$ cat src/rtl/zsn_sqrt.sv
// bit-serial integer square root, one root bit per cycle
`default_nettype none
module zsn_sqrt #(
    parameter int VW = 62
) (
    input  wire logic              i_clk,
    input  wire logic              i_rst_n,
    input  wire logic              i_start,
    input  wire logic [VW-1:0]     i_value,
    output logic                   o_done,
    output logic [VW/2-1:0]        o_root
);
    localparam int RW = VW / 2;
    localparam int CNW = $clog2(RW + 1);

    logic [VW-1:0]  r_v;
    logic [RW:0]    r_rem;
    logic [RW-1:0]  r_root;
    logic [CNW-1:0] r_cnt;
    logic           r_busy;
    logic           r_done;
    logic [RW+2:0]  w_rem2;
    logic [RW+2:0]  w_trial;
    logic           w_ge;

    assign w_rem2  = {r_rem, r_v[VW-1:VW-2]};
    assign w_trial = {1'b0, r_root, 2'b01};
    assign w_ge    = (w_rem2 >= w_trial);

    always_ff @(posedge i_clk) begin
        if (!i_rst_n) begin
            r_busy <= 1'b0;
            r_done <= 1'b0;
        end else begin
            r_done <= 1'b0;
            if (i_start) begin
                r_busy <= 1'b1;
                r_v    <= i_value;
                r_rem  <= '0;
                r_root <= '0;
                r_cnt  <= '0;
            end else if (r_busy) begin
                r_v <= {r_v[VW-3:0], 2'b00};
                if (w_ge) begin
                    r_rem  <= (RW+1)'(w_rem2 - w_trial);
                    r_root <= {r_root[RW-2:0], 1'b1};
                end else begin
                    r_rem  <= w_rem2[RW:0];
                    r_root <= {r_root[RW-2:0], 1'b0};
                end
                r_cnt <= r_cnt + 1'b1;
                if (r_cnt == CNW'(RW - 1)) begin
                    r_busy <= 1'b0;
                    r_done <= 1'b1;
                end
            end
        end
    end

    assign o_done = r_done;
    assign o_root = r_root;
endmodule
`default_nettype wire

$ cat config.mk
export PLATFORM = sky130hd
export DESIGN_NAME = zsn_sqrt
export DESIGN_NICKNAME = d
export VERILOG_FILES = /design/src/rtl/zsn_sqrt.sv
export SDC_FILE = /design/constraint.sdc
export NUM_CORES = 1
export LEC_CHECK = 0
export ABC_AREA = 1
export BUFFER_PORTS_ARGS = -buffer_cell sky130_fd_sc_hd__buf_2
export CORE_MARGIN = 2
export CORE_UTILIZATION = 25
export CTS_CLUSTER_SIZE = 30
export DETAILED_ROUTE_END_ITERATION = 6
export PLACE_DENSITY = 0.49
export SYNTH_ARGS = -nofsm -noshare
export SYNTH_HDL_FRONTEND = slang
export SYNTH_SLANG_ARGS = --single-unit
$ cat constraint.sdc
create_clock -name i_clk -period 20.3 [get_ports i_clk]
set_input_delay 1.015 -clock i_clk [delete_from_list [all_inputs] [get_ports i_clk]]
set_output_delay 1.015 -clock i_clk [all_outputs]
set_load 0.01 [all_outputs]
==> impl_metrics.ini <==
[setup_path]
cp-end-kind = flip-flop
setup.worst_path.class = flip-flop to flip-flop
worst_ep_required_time_ns = 20.56
critPathMaxFanout = 22
startpoint_type = flip-flop
cp.arrival_ns = 3.23

[clocking]
clk_latency_ns = 0.43
path_clk_slew_ns = 0.06
clk_path_buf_depth = 2
hold_buffers = 0
cts_sinks = 132
cts_buffers = 17
cts_tree = done
cts_root_buf = clkbuf_16
postCtsSetupBuffers = 0
htree_levels = 4
cts_resized = 0

[floorplanning]
die_area_sq_um = 36040
rows = 68
die_y_um = 189.8
coreArea_sq_um = 34290
start_util = 0.2518
io_pins = 97
dieWidth_um = 189.8

[cells_and_area]
fill_cells = 3786
area_growth_pct = 17.41
drive_above_1_share = 0.1608
finalInstanceArea_sq_um = 10140
nets = 1337
seq_area_sq_um = 3944
multi_input_area_sq_um = 3794

[yosys]
synth_warnings = 0
avgSynthCellArea_sq_um = 7.520
yosysUniqueCellTypes = 33
synthSimpleGateAreaFrac = 0.3561
synth_edf_count = 130
synth_seq_cells = 132
synth_compound_area_frac = 0.01507
syn_inst = 1148
muxShareOfSynthArea = 0
yosysTopAreaCell = edfxtp_1
synth_fa_ha_area_frac = 0.05072
synth_common_cells = 474 x nand2_1, 181 x inv_1, 132 x nor2_1, 130 x edfxtp_1, 35 x ha_1
synthArstFlopShare = 0
yosysMostFrequentCell = nand2_1
synthTopCellsByArea = edfxtp_1 45%, nand2_1 21%, inv_1 7.9%, nor2_1 5.7%, ha_1 5.1%
synth_top_flop_cell = edfxtp_1
yosysTopAreaCellShare = 0.4522
synth_top_family_by_area = simple AND/OR/NAND/NOR gates
syn-cell-area_sq_um = 8633
synthXorXnorAreaFrac = 0.01623
yosysSeqAreaShare = 0.4568
synthesis.nets = 1248

[timing]
max_freq_mhz = 337.2
slew_headroom = 0.2055
period_minus_slack_ns = 2.966
slew_viol_final = 0
hold_viol_final = 0
rsz0062_at_grt = false
fin_skew_ns = 0.01767
finalSetupViolations = 0
setup_tns_ns = 0
post-route-period-util = 0.1461
worst_pin_slew_ns = 1.190

[detailed_routing]
dr_total_vias = 7063
wl_mm = 22.47
drt_iter0_markers = 337
dr.pass1.iters = 5
drc = 0
vias_per_cell = 4.140
wl_per_cell_um = 13.17
drtAntennaViolNets = 0

[power_and_ir_drop]
p_leak_nw = 5.128
peakVddDrop_uv = 58.48
powerDensity_nw_per_um2 = 83.65

[global_routing]
antenna_found_initial = 2
grt_pass1_vias = 6975
grt-ovfl-total = 0
gr-usage-all-layers = 0.1301
grt_max_degree = 97
grt_pass1_wl_mm = 36.69

[placement]
portBuffers = 96
dp_hpwl_mm = 16.49
placed_area_sq_um = 9544
gp_congestion = 0.8683

[worst_hold_path]
hold_path.class = flip-flop to flip-flop

[job]
drv_cap = 0

[status]
outcome = finished, final reports clean
==> layout by cell type, fill, tap and decap left out, drive strengths merged, types with 3 or more instances in the layout <==
| cell | instances |
|---|---|
| nand3 | 50 |
| clkinv | 6 |
| clkbuf | 19 |
| ha | 35 |
| nand2 | 492 |
| nor2 | 148 |
| inv | 195 |
| edfxtp | 130 |
| and2 | 10 |
| nand4 | 11 |
| a21oi | 22 |
| xor2 | 14 |
| bufinv | 3 |
| buf | 100 |
| nor3 | 3 |
==> where the power goes <==
group	switching, W	internal, W	total [W]
logic	0.000128	0.0000642	0.000192
registers	0.00000851	0.000327	0.000335
clock network	0.000127	0.000193	0.000320
total	0.000264	0.000584	0.000848
==> kinds of logic after synthesis <==
family                     after synthesis
xor gates and xnor gates                16
AOI/OAI and AO/OA                       24
and+or+nand+nor                        718
DFF                                    132
adders and majority gates               35
buffers and inverters                  223
==> registers in the layout, indices dropped and copies added (netlist names) <==
| name | flops |
|---|---|
| r_busy | 1 |
| o_done | 1 |
| r_cnt | 5 |
| r_rem | 32 |
| o_root | 31 |
| r_v | 62 |
==> area by class of cell <==
class | count | share of cell area
diodes | 1 | 0.0002469
clock buffers | 19 | 0.04271
clock inverters | 13 | 0.01543
flip-flops and latches | 132 | 0.3891
repair buffers | 100 | 0.05061
well taps | 455 | 0.05617
inverters | 193 | 0.07147
multi-input cells | 793 | 0.3743
==> stage by stage <==
stage,hold slack (ns),instances,util,power (W),setup WS (ns)
floorplan,0.4227,1148,-,0.0004873,12.04
global placement,0.4926,1673,0.2784,0.0005348,17.30
detailed placement,0.5000,1673,0.2784,0.0005350,17.32
CTS,0.5145,1705,0.2955,0.0008592,17.30
global route,0.5308,1705,0.2955,0.0008991,17.03
finish,0.5090,1706,0.2956,0.0008479,17.33
==> metal layers <==
metal	vias up	part of all wire	global-route usage
met3	15	0.060	0.03431
met2	170	0.44	0.2033
met4	2	0.0083	0.03131
met5	-	0.00058	0
li1	3697	-	-
met1	3179	0.49	0.1792
==> path summary, 6_finish.rpt <==
path,slack (ns),from,end,depth (start not counted)
worst max-delay path,17.33,o_root[29],r_rem[2],11
worst min-delay path,0.51,r_v[59],r_v[61],2
worst max register to register,17.33,o_root[29],r_rem[2],11
worst min register to register,0.51,r_v[59],r_v[61],2
==> worst max-delay path: stages (launching register included) <==
cell and delay, ns:
edfxtp_1 0.38, inv_1 0.12, ha_1 0.28, a21oi_1 0.16, nor2_1 0.06, nor3_2 0.25
nand3_2 0.13, nor2_4 0.68, nand2_4 0.36, nand2_1 0.15, nand2_1 0.05, nor2_1 0.18
Note: power is estimated with default switching activity, not from simulation.
