==> config.mk <==
export PLATFORM = sky130hd
export DESIGN_NAME = zsn_div
export DESIGN_NICKNAME = d
export VERILOG_FILES = /design/src/rtl/zsn_div.sv
export SDC_FILE = /design/constraint.sdc
export NUM_CORES = 1
export LEC_CHECK = 0
export ABC_AREA = 1
export BUFFER_PORTS_ARGS = -buffer_cell sky130_fd_sc_hd__clkbuf_2
export CAP_MARGIN = 5
export CORE_MARGIN = 3
export CORE_UTILIZATION = 57
export DETAILED_ROUTE_END_ITERATION = 7
export GPL_ROUTABILITY_DRIVEN = 0
export PLACE_DENSITY = 0.8
export RECOVER_POWER = 50
export SYNTH_ARGS = -nofsm -noshare
export SYNTH_HDL_FRONTEND = slang
export SYNTH_SLANG_ARGS = --single-unit
==> constraint.sdc <==
create_clock -name i_clk -period 4.8 [get_ports i_clk]
set_input_delay 0.96 -clock i_clk [delete_from_list [all_inputs] [get_ports i_clk]]
set_output_delay 0.96 -clock i_clk [all_outputs]
set_load 0.1 [all_outputs]
==> src/rtl/zsn_div.sv <==
// bit-serial restoring divider, one quotient bit per cycle
`default_nettype none
module zsn_div #(
    parameter int DW = 56,
    parameter int RW = 31
) (
    input  wire logic          i_clk,
    input  wire logic          i_rst_n,
    input  wire logic          i_start,
    input  wire logic [DW-1:0] i_num,
    input  wire logic [RW-1:0] i_den,
    output logic               o_done,
    output logic [DW-1:0]      o_quot
);
    localparam int CNW = $clog2(DW + 1);

    logic [DW-1:0]  r_q;
    logic [RW-1:0]  r_rem;
    logic [RW-1:0]  r_den;
    logic [CNW-1:0] r_cnt;
    logic           r_busy;
    logic           r_done;
    logic [RW:0]    w_rem2;
    logic           w_ge;

    assign w_rem2 = {r_rem, r_q[DW-1]};
    assign w_ge   = (w_rem2 >= {1'b0, r_den});

    always_ff @(posedge i_clk) begin
        if (!i_rst_n) begin
            r_busy <= 1'b0;
            r_done <= 1'b0;
        end else begin
            r_done <= 1'b0;
            if (i_start) begin
                r_busy <= 1'b1;
                r_q    <= i_num;
                r_den  <= i_den;
                r_rem  <= '0;
                r_cnt  <= '0;
            end else if (r_busy) begin
                r_q   <= {r_q[DW-2:0], w_ge};
                r_rem <= w_ge ? RW'(w_rem2 - {1'b0, r_den}) : w_rem2[RW-1:0];
                r_cnt <= r_cnt + 1'b1;
                if (r_cnt == CNW'(DW - 1)) begin
                    r_busy <= 1'b0;
                    r_done <= 1'b1;
                end
            end
        end
    end

    assign o_done = r_done;
    assign o_quot = r_q;
endmodule
`default_nettype wire

==> impl_metrics.ini <==
[final_layout]
syn_to_final_growth_pct = 17.72
regArea_sq_mm = 0.003764
num_antenna_cells = 0
nets = 1259
num-fill-cells = 1106
post-route-util_pct = 69.26
drive_above_1_share_pct = 19.50
multiInputGateArea_sq_mm = 0.003367

[yosys]
synth_compound_area_share_pct = 4.222
syn_area_sq_mm = 0.007854
synthAdderAreaFrac_pct = 5.353
netlist_instances = 989
synthXorXnorAreaFrac_pct = 1.561
ys_ff_latch = 126
synth_nets = 1112
synth-simple-area-share_pct = 31.64
synth_top_family_by_area = simple AND/OR/NAND/NOR gates
seq_area_frac_synth_pct = 47.92
synth.distinct_cells = 36
ys_warn_count = 0
syn_area_per_cell_sq_um = 7.941
synth_mux_area_share_pct = 0

[global_routing]
antenna_found_initial = 0
grt_pass1_wl_um = 30220
grt-ovfl-total = 0
grt_start_max_net_pins = 72
track_usage_pct = 25.58
grt_pass1_vias = 6390

[floorplanning]
rows = 42
die-area_sq_mm = 0.01522
initial_core_util_pct = 58.84
dieWidth_um = 123.4
core_sq_mm = 0.01335
ios = 147
die_height_um = 123.4

[timing]
slew_violations = 135
setup_viol = 0
fin_tns_setup_ns = 0
fin_worst_skew_ns = 0.01056
finalHoldViolCount = 0
rsz0062_at_grt = false
period_share_pct = 70.62
tightestPinTransition_ns = 2.503
max_freq_mhz = 295.0
relSlewSlack_pct = -66.85
period_minus_slack_ns = 3.390

[worst_setup_path]
reg2reg_to = r_rem[20]
r2r_slack_ns = 2.13
path_max_fanout = 62
start_kind = primary input
reg2reg_from = o_quot[55]
r2r.worst_path.cells = 15
crit_chain = clkbuf_2 > clkbuf_1 > o21bai_1 > nor2_1
cp-end-kind = flip-flop
critPathKind = primary input to flip-flop
cp.arrival_ns = 3.56
cpPeakStageDelay_ns = 1.82
required_ns = 4.97
slowest_stage = clkbuf_1

[placed_design]
portBuffers = 146
dp_hpwl_um = 13350

[clocking]
htree_levels = 4
cts_num_sinks = 126
cts_resized = 0
cts_setup_buffers = 0
clk_pin_slew_worst_paths_ns = 0.06
clock_latency_ns = 0.43
clk_path_buf_depth = 2
cts_made_buffers = 17
cts_hold_buf = 0
cts-root-buf = clkbuf_16
cts_tree = done

[status]
status = complete, but fails checks
violations = capacitance limit, slew limit

[power_and_ir_drop]
p_leak_nw = 4.809
p_per_area_mw_per_mm2 = 421.4
ir_worst_vdd_v = 0.0003212

[flow_run]
maxCapViolations = 2

[detailed_routing]
ant_nets = 0
drtPass1Iterations = 5
remaining_drc_errors = 0
via_per_inst = 5.044
drt_iter0_markers = 473
vias = 6683
wl_per_cell_um = 13.81
wl_um = 18290

[min_path]
hold_path_depth = 2
holdPathEnd = o_quot[46]
worstHoldPathType = flip-flop to flip-flop
min_from = o_quot[45]
## power by group
part	internal [mW]	total [mW]	leakage, nW	switching, mW
Clock	0.692	1.24	0.270	0.543
Combinational	0.347	1.25	3.32	0.903
Sequential	1.35	1.41	1.22	0.0553
Total	2.39	3.90	4.81	1.50
## how the worst max path moves through the flow
| stage | startpoint | to | slack (ns) |
|---|---|---|---|
| detailed placement | i_start | o_quot[32] | 1.89 |
| global route | i_start | r_rem[8] | 1.16 |
| CTS | o_quot[55] | r_rem[8] | 2.13 |
| finish | i_start | r_rem[8] | 1.41 |
| global placement | i_start | o_quot[31] | 1.97 |
| floorplan | i_start | o_quot[0] | 0.76 |
## synthesized netlist by cell type
cell type | n | area share (%)
nand2_1 | 403 | 19
inv_1 | 148 | 7.1
edfxtp_1 | 124 | 47
nor2_1 | 87 | 4.2
ha_1 | 32 | 5.1
nand3_1 | 29 | 1.8
a21oi_1 | 23 | 1.5
nor2_2 | 23 | 1.8
o21bai_1 | 19 | 1.8
clkbuf_1 | 14 | 0.67
nand3b_1 | 14 | 1.3
xor2_1 | 12 | 1.3
nand2_2 | 9 | 0.72
nand4_1 | 7 | 0.56
inv_2 | 6 | 0.29
a21oi_2 | 3 | 0.33
buf_2 | 3 | 0.19
buf_6 | 3 | 0.43
nand3_2 | 3 | 0.38
o21ai_0 | 3 | 0.19
a21o_1 | 2 | 0.19
buf_12 | 2 | 0.51
dfxtp_1 | 2 | 0.51
nor2_4 | 2 | 0.29
nor3_1 | 2 | 0.13
nor4_1 | 2 | 0.16
o21ai_2 | 2 | 0.22
xnor2_1 | 2 | 0.22
and2_4 | 1 | 0.11
fa_1 | 1 | 0.25
inv_8 | 1 | 0.14
nand2_4 | 1 | 0.14
nand2_8 | 1 | 0.25
nor2_8 | 1 | 0.25
nor3b_1 | 1 | 0.096
or2_4 | 1 | 0.11
## logic make-up (layout without fill, tap and decap cells)
kind of cell	count (synthesis)	in the layout
XOR/XNOR	14	14
adder cells (fa/ha/maj)	33	33
AO/OA/AOI/OAI	52	52
buffers and inverters	177	337
AND/OR/NAND/NOR	587	587
flip-flops	126	126
## stage by stage
step           instance area (sq um)  worst slack (ns)  std cells  hold slack [ns]  power (mW)
3_5_place_dp                    8701             1.895       1293           0.5315       2.664
2_1_floorplan                   7854            0.7626        989           0.4518       2.436
6_report                        9245             1.410       1325           0.5438       3.896
5_1_grt                         9245             1.159       1325           0.5795       4.093
3_3_place_gp                    8701             1.974       1293           0.5279       2.645
4_1_cts                         9263             2.134       1325           0.5452       3.899
## registers in the layout, summed over array words and instances, names as in the netlist
name	count
r_rem	31
r_den	31
o_quot	56
o_done	1
r_busy	1
r_cnt	6
## worst max-delay path: cells and delay by family
| kind | cells | cell delay (ns) |
|---|---|---|
| buffers and inverters | 2 | 2.15 |
| AO/OA/AOI/OAI | 1 | 0.34 |
| AND/OR/NAND/NOR | 1 | 0.07 |
## cell usage in the layout (no fill, tap or decap), drive strengths merged
master and instances:
xor2 12, nand3 32, or2 1, xnor2 2, and2 1, inv 164, o21bai 19, nand3b 14
a21o 2, nor3b 1, o21ai 5, clkinvlp 3, fa 1, clkbuf 165, ha 32, edfxtp 124
nor2 113, nor4 2, a21oi 26, clkinv 2, nand2 414, nand4 7, nor3 2, buf 3
dfxtp 2
## routing by layer
layer	up-vias	share of wire (%)	global-route usage, %
li1	3395	-	-
met1	2991	42	32.29
met2	269	48	42.51
met3	28	8.6	6.953
met4	0	1.8	8.927
met5	-	0	0
## final cells by class
class / instances / share of cell area [%]
timing repair buffer: 150 / 8.039
inverter: 155 / 6.374
sequential: 126 / 40.71
multi-input combinational: 686 / 36.42
tap: 176 / 2.382
clock inverter: 14 / 1.326
clock buffer: 18 / 4.750
Power figures use the tool's default switching activity.
